$ cat src/tpsa_pkg.sv
package tpsa_pkg;

  localparam int SLOTS      = 256;
  localparam int PAGE_BYTES = 4096;

  localparam int IDX_W = $clog2(SLOTS);
  localparam int CNT_W = $clog2(SLOTS + 1);

  localparam logic [31:0]      PAGE_STEP = 32'(PAGE_BYTES);
  localparam logic [IDX_W-1:0] LAST_IDX  = IDX_W'(SLOTS - 1);

  localparam logic OP_QUERY = 1'b0;
  localparam logic OP_ALLOC = 1'b1;

  typedef struct packed {
    logic        used;
    logic [7:0]  owner;
    logic [31:0] low_tag;
    logic [31:0] high_tag;
  } entry_t;

  typedef struct packed {
    logic shift;
    logic load;
  } cell_ctl_t;

endpackage

$ cat src/tpsa_if.sv
interface tpsa_req_if;
  logic        valid;
  logic        ready;
  logic        operation;
  logic [7:0]  guest_id;
  logic [31:0] low_guest_addr;
  logic [31:0] high_guest_addr;

  modport source (output valid, operation, guest_id, low_guest_addr, high_guest_addr,
                  input ready);
  modport sink   (input valid, operation, guest_id, low_guest_addr, high_guest_addr,
                  output ready);
endinterface

interface tpsa_rsp_if;
  logic        valid;
  logic        ready;
  logic        page_found;
  logic [31:0] page_address;
  logic        pool_full;
  logic [8:0]  used_slots;

  modport source (output valid, page_found, page_address, pool_full, used_slots,
                  input ready);
  modport sink   (input valid, page_found, page_address, pool_full, used_slots,
                  output ready);
endinterface


$ cat src/tpsa_ctrl.sv
module tpsa_ctrl (
  input  logic                clk,
  input  logic                rst,
  tpsa_req_if.sink            req,
  tpsa_rsp_if.source          rsp,
  input  logic [31:0]         memory_base,
  input  tpsa_pkg::entry_t    head,
  input  tpsa_pkg::entry_t    next,
  output tpsa_pkg::cell_ctl_t ctl,
  output tpsa_pkg::entry_t    new_entry
);
  import tpsa_pkg::*;

  typedef enum logic [1:0] {IDLE, QUERY, ALLOC, RESP} state_t;

  state_t           state;
  logic [IDX_W-1:0] hidx;
  logic [IDX_W-1:0] hidx_next;
  logic [31:0]      off;
  logic [31:0]      off_next;
  logic [IDX_W-1:0] step;
  logic [CNT_W-1:0] count;
  logic             found;
  logic             full;
  logic             op;
  logic [7:0]       gid;
  logic [31:0]      lo;
  logic [31:0]      hi;
  logic             head_match;
  logic             last_step;

  logic             rsp_valid;
  logic             rsp_found;
  logic [31:0]      rsp_addr;
  logic             rsp_full;
  logic [8:0]       rsp_used;

  assign hidx_next  = (hidx == LAST_IDX) ? '0 : hidx + 1'b1;
  assign off_next   = (hidx == LAST_IDX) ? '0 : off + PAGE_STEP;
  assign last_step  = (step == LAST_IDX);
  assign head_match = head.used && (head.owner == gid) &&
                      (head.low_tag == lo) && (head.high_tag == hi);

  assign new_entry = '{used: 1'b1, owner: gid, low_tag: lo, high_tag: hi};

  always_comb begin
    ctl.shift = (state == QUERY) || (state == ALLOC);
    ctl.load  = (state == ALLOC) && !next.used;
  end

  assign req.ready = (state == IDLE);

  always_ff @(posedge clk) begin
    if (rst) begin
      state     <= IDLE;
      hidx      <= '0;
      off       <= '0;
      step      <= '0;
      count     <= '0;
      found     <= 1'b0;
      full      <= 1'b0;
      rsp_valid <= 1'b0;
    end else begin
      // RESP reloads the output register itself
      if (rsp_valid && rsp.ready && (state != RESP)) begin
        rsp_valid <= 1'b0;
      end
      unique case (state)
        IDLE: begin
          if (req.valid) begin
            op    <= req.operation;
            gid   <= req.guest_id;
            lo    <= req.low_guest_addr;
            hi    <= req.high_guest_addr;
            step  <= '0;
            found <= 1'b0;
            full  <= 1'b0;
            state <= (req.operation == OP_ALLOC) ? ALLOC : QUERY;
          end
        end
        QUERY: begin
          found <= found | head_match;
          hidx  <= hidx_next;
          off   <= off_next;
          step  <= step + 1'b1;
          if (last_step) begin
            state <= RESP;
          end
        end
        ALLOC: begin
          hidx <= hidx_next;
          off  <= off_next;
          step <= step + 1'b1;
          if (!next.used) begin
            count <= count + 1'b1;
            state <= RESP;
          end else if (last_step) begin
            full  <= 1'b1;
            state <= RESP;
          end
        end
        RESP: begin
          if (!rsp_valid || rsp.ready) begin
            rsp_valid <= 1'b1;
            rsp_found <= (op == OP_QUERY) && found;
            rsp_full  <= (op == OP_ALLOC) && full;
            rsp_addr  <= ((op == OP_ALLOC) && !full) ? memory_base + off : 32'd0;
            rsp_used  <= 9'(count);
            state     <= IDLE;
          end
        end
        default: state <= IDLE;
      endcase
    end
  end

  assign rsp.valid        = rsp_valid;
  assign rsp.page_found   = rsp_found;
  assign rsp.page_address = rsp_addr;
  assign rsp.pool_full    = rsp_full;
  assign rsp.used_slots   = rsp_used;
endmodule

$ cat src/flat_wrapper.sv
// flat-port wrapper written by rule: the top's interface ports become plain ports
module tpsa_ctrl_flat import tpsa_pkg::*;
  (clk, rst, memory_base, head, next, ctl, new_entry, req_valid, req_operation, req_guest_id, req_low_guest_addr, req_high_guest_addr, req_ready, rsp_valid, rsp_page_found, rsp_page_address, rsp_pool_full, rsp_used_slots, rsp_ready);
  tpsa_req_if req_i ();
  tpsa_rsp_if rsp_i ();
  input  logic clk;
  input  logic rst;
  input  logic [31:0] memory_base;
  input  tpsa_pkg::entry_t head;
  input  tpsa_pkg::entry_t next;
  output tpsa_pkg::cell_ctl_t ctl;
  output tpsa_pkg::entry_t new_entry;
  input wire logic [$bits(req_i.valid)-1:0] req_valid;
  input wire logic [$bits(req_i.operation)-1:0] req_operation;
  input wire logic [$bits(req_i.guest_id)-1:0] req_guest_id;
  input wire logic [$bits(req_i.low_guest_addr)-1:0] req_low_guest_addr;
  input wire logic [$bits(req_i.high_guest_addr)-1:0] req_high_guest_addr;
  output wire logic [$bits(req_i.ready)-1:0] req_ready;
  output wire logic [$bits(rsp_i.valid)-1:0] rsp_valid;
  output wire logic [$bits(rsp_i.page_found)-1:0] rsp_page_found;
  output wire logic [$bits(rsp_i.page_address)-1:0] rsp_page_address;
  output wire logic [$bits(rsp_i.pool_full)-1:0] rsp_pool_full;
  output wire logic [$bits(rsp_i.used_slots)-1:0] rsp_used_slots;
  input wire logic [$bits(rsp_i.ready)-1:0] rsp_ready;
  assign req_i.valid = req_valid;
  assign req_i.operation = req_operation;
  assign req_i.guest_id = req_guest_id;
  assign req_i.low_guest_addr = req_low_guest_addr;
  assign req_i.high_guest_addr = req_high_guest_addr;
  assign req_ready = req_i.ready;
  assign rsp_valid = rsp_i.valid;
  assign rsp_page_found = rsp_i.page_found;
  assign rsp_page_address = rsp_i.page_address;
  assign rsp_pool_full = rsp_i.pool_full;
  assign rsp_used_slots = rsp_i.used_slots;
  assign rsp_i.ready = rsp_ready;
  tpsa_ctrl u_core (.clk(clk), .rst(rst), .req(req_i), .rsp(rsp_i), .memory_base(memory_base), .head(head), .next(next), .ctl(ctl), .new_entry(new_entry));
endmodule
$ cat config.mk
export PLATFORM = sky130hd
export DESIGN_NAME = tpsa_ctrl_flat
export DESIGN_NICKNAME = d
export VERILOG_FILES = /design/src/tpsa_pkg.sv /design/src/tpsa_if.sv /design/src/tpsa_ctrl.sv /design/src/flat_wrapper.sv
export SDC_FILE = /design/constraint.sdc
export NUM_CORES = 1
export LEC_CHECK = 0
export BUFFER_PORTS_ARGS = -buffer_cell sky130_fd_sc_hd__clkbuf_2
export CORE_MARGIN = 10
export CORE_UTILIZATION = 45
export DETAILED_ROUTE_END_ITERATION = 12
export GPL_ROUTABILITY_DRIVEN = 0
export PLACE_DENSITY = 0.84
export SYNTH_ARGS = -nofsm -noshare
export SYNTH_HDL_FRONTEND = slang
export SYNTH_SLANG_ARGS = --single-unit
$ cat constraint.sdc
create_clock -name clk -period 12.5 [get_ports clk]
set_input_delay 1.25 -clock clk [delete_from_list [all_inputs] [get_ports clk]]
set_output_delay 1.25 -clock clk [all_outputs]
set_load 0.02 [all_outputs]
=== After elaboration in Yosys (flattened, before gate mapping) ===
Cells that the tools add are included.
Widths: inputs -> output; s select.

* Register bits: 178
* Input bits: 255
* Output and inout bits: 120

* Add/subtract/negate cells: 5
* Eq/ne operators: 13
* Muxes and demuxes: 18
* Bitwise gates (word level): 4
* Reductions and logical operators: 26

{| class="wikitable"
|+ Operator list
! cell !! count
|-
| $eq 32x32->1 || 2
|-
| $add 32x13->32 const B || 1
|-
| $add 32x32->32 || 1
|-
| $mux 32 || 1
|-
| $add 8x1->8 const B || 2
|-
| $eq 8x8->1 const B || 2
|-
| $mux 8 || 2
|-
| $pmux 8 s2 || 1
|-
| $mux 2 || 5
|-
| $add 9x1->9 const B || 1
|-
| $logic_and 1x1->1 || 9
|-
| $eq 8x8->1 || 1
|-
| $pmux 2 s4 || 1
|-
| $reduce_and 2->1 || 4
|-
| $mux 1 || 6
|-
| $ne 2x2->1 const B || 3
|-
| $reduce_and 3->1 || 2
|-
| $reduce_bool 2->1 || 3
|-
| $eq 2x2->1 const B || 2
|-
| $ne 2x1->1 const B || 2
|-
| $pmux 1 s2 || 2
|-
| $reduce_and 4->1 || 1
|-
| $logic_not 1->1 || 3
|-
| $not 1->1 || 3
|-
| other kinds (5) || 6
|}

=== Logic depth before layout (Yosys ltp) ===
Gate-level depths: netlist of the first run.

* Depth in word-level cells: 6
* Mapped depth: 9
* Mapped depth without buffers: 7

=== Least setup slack after synthesis of the first run ===
OpenSTA, ideal clock, no wires.

* Kind: input -> register
* Start point: input port rst
* End point: register u_core.gid[0], enable pin
* Setup time: 505 ps
* Arrival: 4721 ps
* Required time: 11995 ps
* Path slack: 7275 ps
* Cell stages on the path: 3
* Buffers on the path: 2
* Cell sequence: clkbuf_1 -> buf_1 -> nor2_1

* Word-level cells in the longest chain between the ends: 2

{| class="wikitable"
|+ RTL lines
! item !! RTL line !! RTL
|-
| start: declaration || flat_wrapper.sv:7 || <nowiki>input logic rst;</nowiki>
|-
| $not 1->1 (no source line) || - ||
|-
| $reduce_and 3->1 (no source line) || - ||
|-
| end signal: assignment || tpsa_ctrl.sv:72 || <nowiki>gid <= req.guest_id;</nowiki>
|-
| end: declaration || tpsa_ctrl.sv:26 || <nowiki>logic [7:0] gid;</nowiki>
|}

No other way between the ends.
A chain may end at the register's enable or synchronous reset.

==> results.sh, run 1 <==
export IMPL_ant_nets=0
export IMPL_critPathBufInv=2
export IMPL_yosysUniqueCellTypes=60
export IMPL_met3_length_um=2520
export IMPL_fin_crit_sh=0.263
export IMPL_final_cell_mix="clkbuf_2 (301), edfxtp_1 (116), nor2_1 (62)"
export IMPL_r2r_start="u_core.state[1]"
export IMPL_top_layer_used="met5"
export IMPL_pre_cts_slack_ns=8.99
export IMPL_routed_wl_um=24800
export IMPL_cpMostUsedCell="clkbuf_2"
export IMPL_syn_inst=689
export IMPL_cp_cell_sequence="clkbuf_2 -> nor2b_1 -> clkbuf_2"
export IMPL_wire_per_inst_um=20.0
export IMPL_die_x_um=152
export IMPL_clock_latency_ns=0.44
export IMPL_cts_max_level=4
export IMPL_reg2regPathDepth=7
export IMPL_yosysTopAreaCell="edfxtp_1"
export IMPL_worst_pin_slew_ns=0.964
export IMPL_hold_viol=0
export IMPL_num_vias=6622
export IMPL_dominantRegCellSynth="edfxtp_1"
export IMPL_setup_worst_path_start="next[72]"
export IMPL_fin_crit_ns=3.29
export IMPL_vias_per_cell=5.34
export IMPL_die_area_sq_um=23200
export IMPL_worstHoldStart="u_core.found"
export IMPL_cp_slowest_cell="nor2b_1"
export IMPL_whs_path_depth=2
export IMPL_setup_ws_ns=9.21
export IMPL_p_switching_uw=461
export IMPL_p_per_area_nw_per_um2=145
export IMPL_yosys_warnings=0
export IMPL_finalPower_uw=1480
export IMPL_slew_headroom=0.354
export IMPL_syn_cell_area_sq_um=7900
export IMPL_final_common_cell="clkbuf_2"
export IMPL_p_comb_frac=0.199
export IMPL_wl_met2_um=11700
export IMPL_switching_share=0.311
export IMPL_finalSetupViolations=0
export IMPL_yosysSeqAreaShare=0.568
export IMPL_core_area_sq_um=17200
export IMPL_hold_end="u_core.found"
export IMPL_ios=375
export IMPL_max_stage_delay_ns=0.41
export IMPL_seq_power_share=0.455
export IMPL_clkSinkCount=166
export IMPL_grt_antenna_before_repair=11
export IMPL_p_int_uw=1020
export IMPL_setup_worst_path_class="primary input to primary output"
export IMPL_cellLeakagePower_uw=0.00428
export IMPL_rsz0062_at_grt="no"
export IMPL_worst_ep_required_time_ns=11.25
export IMPL_synth_edff_count=116
export IMPL_numCtsBuffers=17
export IMPL_max_freq_mhz=304
export IMPL_startpoint_type="primary input"
export IMPL_syn_avg_cell_area_sq_um=11.5
export IMPL_grt_ovfl_total=0
export IMPL_critical_path_top_delay_family="simple AND/OR/NAND/NOR gates"
export IMPL_grt_util_all_layers=0.207
export IMPL_drt_initial_drc_count=575
export IMPL_nets=1279
export IMPL_clock_skew_final_ns=0.0152
export IMPL_status="complete, no violations"
export IMPL_met1Wirelength_um=9930
export IMPL_hold_buffers=0
export IMPL_crit_arrival_ns=2.04
export IMPL_grt_max_degree=73
export IMPL_port_buffers=301
export IMPL_drv_cap=0
export IMPL_grt_pass1_wl_um=37800
export IMPL_cp_end_kind="primary output"
export IMPL_async_reset_ff_frac=0
export IMPL_area_growth_syn_to_layout_pct=29.7
export IMPL_hold_path_class="flip-flop to flip-flop"
export IMPL_cp_max_fo=6
export IMPL_tns_ns=0
export IMPL_rr_endpoint="u_core.off[31]"
export IMPL_cts_resized=0
export IMPL_syn_num_nets=971
export IMPL_hpwl_um=20100
export IMPL_clock_path_buffers=2
export IMPL_cts_tree="built"
export IMPL_maxSlewViolCount=0
export IMPL_first_global_vias=6634
export IMPL_drtPass1Iterations=5
export IMPL_rows=48
export IMPL_synth_top_area_frac=0.441
export IMPL_die_h_um=152
export IMPL_cts_setup_buffers=0
export IMPL_clk_pin_slew_ns=0.07
export IMPL_synth_area_top_cells="edfxtp_1 (44%), dfxtp_1 (13%), xnor2_1 (6.7%)"
export IMPL_route_detailed_drc=0
export IMPL_clock_power_share=0.346
export IMPL_r2r_slack_ns=9.94
export IMPL_synth_seq_cells=166
export IMPL_start_util=0.458
export IMPL_ir_drop_mv=0.0987
export IMPL_final_layout_size_suffix_gt1_frac=0.349
export IMPL_cts_root_buf="clkbuf_16"
cells by family after synthesis:
group / Yosys count / synth area share
and+or+nand+nor: 242 / 0.159
DFF: 166 / 0.568
AOI/OAI and AO/OA: 109 / 0.0957
xor gates and xnor gates: 90 / 0.0998
buffers and inverters: 45 / 0.0228
adders and majority gates: 27 / 0.0428
muxes: 9 / 0.0117
other: 1 / 0.000475
power groups by stage:
stage / clock network [uW] / registers (uW) / logic (uW)
after CTS: 525 / 674 / 296
after global routing: 552 / 679 / 323
final: 513 / 674 / 294
after floorplan: 0 / 719 / 151
after detailed placement: 0 / 686 / 294
after global placement: 0 / 685 / 289
sequential cells by signal, indices dropped and copies added, names as in the netlist:
| register | cells |
|---|---|
| u_core.off | 20 |
| u_core.op | 1 |
| u_core.rsp.valid | 1 |
| u_core.count | 9 |
| u_core.full | 1 |
| u_core.found | 1 |
| u_core.lo | 32 |
| u_core.rsp.page_found | 1 |
| u_core.gid | 8 |
| u_core.rsp.page_address | 32 |
| u_core.hidx | 8 |
| u_core.rsp.used_slots | 9 |
| u_core.rsp.pool_full | 1 |
| u_core.hi | 32 |
| u_core.state | 2 |
| u_core.step | 8 |
Yosys cell counts, types with 3 or more instances:
library cell  instances
o21bai_1              3
nor2b_1              20
o21ai_1               4
o21ai_0              21
nor2_1               63
inv_1                30
buf_2                 3
dfxtp_1              50
a21boi_0              4
xor2_1               30
ha_1                 27
a2111o_1              3
o22ai_1               6
and3_1               10
o211ai_1              5
a21oi_1              28
nor3b_1               4
a211o_1               3
nand3_1              13
o21a_1                3
xnor2_1              60
nand2b_1              4
nand2_1              38
edfxtp_1            116
nor3_1               17
mux2i_1               7
and2_1               17
nand4_1              35
or3_1                 8
a21o_1                4
nor4_1                5
and4_1                5
clkbuf_1              8
metal layers:
metal | vias to the layer above | global-route usage
li1 | 3143 | -
met1 | 3123 | 0.244
met2 | 309 | 0.331
met3 | 39 | 0.0917
met4 | 8 | 0.0731
met5 | - | 0
worst reg2reg max path: stages, from the launching register on:
cell     delay, ns
dfxtp_1       0.39
inv_1         0.08
ha_1          0.62
and3_1        0.41
nand3_2       0.20
nor4_1        0.47
xnor2_1       0.18
nor2_1        0.05
metrics by stage:
| step | hold WS (ns) | cell area (sq um) | utilization | instances |
|---|---|---|---|---|
| finish | 0.464 | 10200 | 0.594 | 1240 |
| global route | 0.494 | 10200 | 0.594 | 1236 |
| CTS | 0.475 | 10200 | 0.594 | 1235 |
| detailed placement | 0.459 | 9660 | 0.560 | 1203 |
| global placement | 0.435 | 9660 | 0.560 | 1203 |
| floorplan | 0.417 | 7900 | - | 689 |
how the worst max path moves through the flow:
stage,endpoint,slack (ns),cells past startpoint
after floorplan,u_core.gid[0],7.27,3
after global placement,u_core.rsp.page_address[8],9.06,3
after detailed placement,u_core.rsp.page_address[6],8.99,3
after CTS,ctl[0],9.17,3
after global routing,ctl[0],9.12,3
final,ctl[0],9.21,3
cell type report:
type / instances / area (sq um)
Inverter: 30 / 113
Multi-Input combinational cell: 478 / 3250
Sequential cell: 166 / 4480
Clock buffer: 18 / 429
Timing Repair Buffer: 304 / 1530
Tap cell: 225 / 282
Clock inverter: 14 / 148
Fill cell: 1434 / 6990
Antenna cell: 5 / 12.5
No activity file was read; power rests on OpenSTA's default activity.
==> run 2, diff against run 1 <==
--- a/config.mk
+++ b/config.mk
@@ -5,12 +5,13 @@
 export SDC_FILE = /design/constraint.sdc
 export NUM_CORES = 1
 export LEC_CHECK = 0
+export ABC_AREA = 1
 export BUFFER_PORTS_ARGS = -buffer_cell sky130_fd_sc_hd__clkbuf_2
 export CORE_MARGIN = 10
-export CORE_UTILIZATION = 45
+export CORE_UTILIZATION = 43
 export DETAILED_ROUTE_END_ITERATION = 12
 export GPL_ROUTABILITY_DRIVEN = 0
-export PLACE_DENSITY = 0.84
+export PLACE_DENSITY = 0.83
 export SYNTH_ARGS = -nofsm -noshare
 export SYNTH_HDL_FRONTEND = slang
 export SYNTH_SLANG_ARGS = --single-unit
==> constraint.sdc (replaced) <==
create_clock -name clk -period 2.77 [get_ports clk]
set_input_delay 0.277 -clock clk [delete_from_list [all_inputs] [get_ports clk]]
set_output_delay 0.277 -clock clk [all_outputs]
set_load 0.02 [all_outputs]
==> results.sh, run 2 <==
export IMPL_cpMostUsedCell="a21oi_1"
export IMPL_r2r_slack_ns=0.60
export IMPL_final_area_sq_um=11000
export IMPL_yosysUniqueCellTypes=44
export IMPL_critical_path_top_delay_family="buffers and inverters"
export IMPL_yosysMostFrequentCell="nand2_1"
export IMPL_ios=375
export IMPL_max_freq_mhz=462
export IMPL_synth_edff_count=116
export IMPL_ant_nets=0
export IMPL_startpoint_type="flip-flop"
export IMPL_status="complete, no violations"
export IMPL_die_h_um=160
export IMPL_numCtsBuffers=17
export IMPL_synth_top_area_frac=0.414
export IMPL_cts_setup_buffers=0
export IMPL_hold_viol=0
export IMPL_rsz0062_at_grt="no"
export IMPL_finalSetupViolations=0
export IMPL_netlist_top_cells_count="nand2_1 (240), inv_1 (170), nor2_1 (140)"
export IMPL_grt_util_all_layers=0.198
export IMPL_cp_cell_sequence="inv_1 -> ha_1 -> buf_4 -> nand2_1 -> nor2_1 -> a21oi_1 -> clkinv_1 -> a21oi_1 -> o21a_1"
export IMPL_final_cell_mix="clkbuf_2 (301), nand2_1 (240), inv_1 (170)"
export IMPL_fin_crit_sh=0.782
export IMPL_yosysSeqAreaShare=0.532
export IMPL_hold_path_class="primary input to flip-flop"
export IMPL_wire_per_inst_um=16.2
export IMPL_drt_initial_drc_count=552
export IMPL_clock_skew_final_ns=0.0133
export IMPL_first_global_vias=7617
export IMPL_grt_pass1_wl_um=40500
export IMPL_setup_worst_path_class="flip-flop to flip-flop"
export IMPL_num_vias=7770
export IMPL_yosysTopAreaCell="edfxtp_1"
export IMPL_nets=1614
export IMPL_clock_latency_ns=0.44
export IMPL_vias_per_cell=4.81
export IMPL_routed_wl_um=26200
export IMPL_die_area_sq_um=25600
export IMPL_ir_drop_mv=0.418
export IMPL_cp_end_kind="flip-flop"
export IMPL_critPathBufInv=3
export IMPL_async_reset_ff_frac=0
export IMPL_cts_root_buf="clkbuf_16"
export IMPL_syn_cell_area_sq_um=8420
export IMPL_slew_headroom=0.556
export IMPL_final_util=0.571
export IMPL_drv_cap=0
export IMPL_drtPass1Iterations=5
export IMPL_synth_seq_cells=166
export IMPL_cellLeakagePower_uw=0.00536
export IMPL_final_layout_size_suffix_gt1_frac=0.271
export IMPL_placed_cell_area_sq_um=10300
export IMPL_tns_ns=0
export IMPL_maxSlewViolCount=0
export IMPL_grt_antenna_before_repair=4
export IMPL_fin_crit_ns=2.17
export IMPL_grt_max_degree=74
export IMPL_area_growth_syn_to_layout_pct=31.1
export IMPL_worst_pin_slew_ns=0.664
export IMPL_synth_area_top_cells="edfxtp_1 (41%), dfxtp_1 (12%), nand2_1 (11%)"
export IMPL_clkSinkCount=166
export IMPL_core_area_sq_um=19300
export IMPL_grt_ovfl_total=0
export IMPL_worst_ep_required_time_ns=3.15
export IMPL_p_per_area_nw_per_um2=602
export IMPL_cts_tree="built"
export IMPL_cts_max_level=4
export IMPL_cp_max_fo=11
export IMPL_route_detailed_drc=0
export IMPL_die_x_um=160
export IMPL_start_util=0.436
export IMPL_clock_path_buffers=2
export IMPL_dominantRegCellSynth="edfxtp_1"
export IMPL_clk_pin_slew_ns=0.07
export IMPL_max_stage_delay_ns=0.41
export IMPL_hpwl_um=21100
export IMPL_crit_arrival_ns=2.54
export IMPL_syn_inst=1004
export IMPL_port_buffers=301
export IMPL_yosys_warnings=0
export IMPL_syn_avg_cell_area_sq_um=8.39
export IMPL_cp_slowest_cell="dfxtp_1"
export IMPL_rows=51
export IMPL_final_common_cell="clkbuf_2"
export IMPL_syn_num_nets=1286
export IMPL_finalPower_uw=6640
[run 2: per-layer routing]
| layer | wire, um | up-vias | track usage |
|---|---|---|---|
| li1 | - | 3906 | - |
| met1 | 9930 | 3531 | 0.210 |
| met2 | 13800 | 288 | 0.368 |
| met3 | 1530 | 45 | 0.0437 |
| met4 | 914 | 0 | 0.0872 |
| met5 | 0 | - | 0 |
[run 2: kinds of logic after synthesis]
group                    Yosys count  share of synthesized area
AO/OA/AOI/OAI                    135                     0.0850
XOR/XNOR                          26                     0.0270
adder cells (fa/ha/maj)           27                     0.0401
buffers and inverters            182                     0.0820
flip-flops                       166                      0.532
other                              1                   0.000445
AND/OR/NAND/NOR                  467                      0.233
[run 2: final cells by class]
class,instances,area (sq um)
Tap cell,265,332
Fill cell,1715,8300
Sequential cell,166,4480
Clock buffer,20,478
Clock inverter,12,136
Inverter,174,653
Antenna cell,4,10.0
Multi-Input combinational cell,656,3270
Timing Repair Buffer,317,1680
[run 2: worst paths after layout]
kind                          startpoint                        to  cells after the start
hold / removal    req_high_guest_addr[0]              u_core.hi[0]                      1
hold reg to reg          u_core.count[8]  u_core.rsp.used_slots[8]                      0
setup / recovery         u_core.state[0]            u_core.off[29]                      9
setup reg to reg         u_core.state[0]            u_core.off[29]                      9
[run 2: through the flow]
step           setup slack, ns  hold WS, ns  instances
2_1_floorplan           0.0332        0.355       1004
3_3_place_gp             0.698        0.418       1567
3_5_place_dp             0.654        0.418       1567
4_1_cts                  0.624     0.000439       1610
5_1_grt                  0.406      0.00410       1614
6_report                 0.603       0.0182       1614
[run 2: report_power, final]
group,internal (uW),switching [uW],leakage [uW]
combinational,431,779,0.00358
sequential,2870,126,0.00148
clock,1440,999,0.000308
[run 2: repair_timing]
action                    CTS  global route
hold endpoints to repair   11             0
hold buffers               11             0
gates resized for setup     0             0
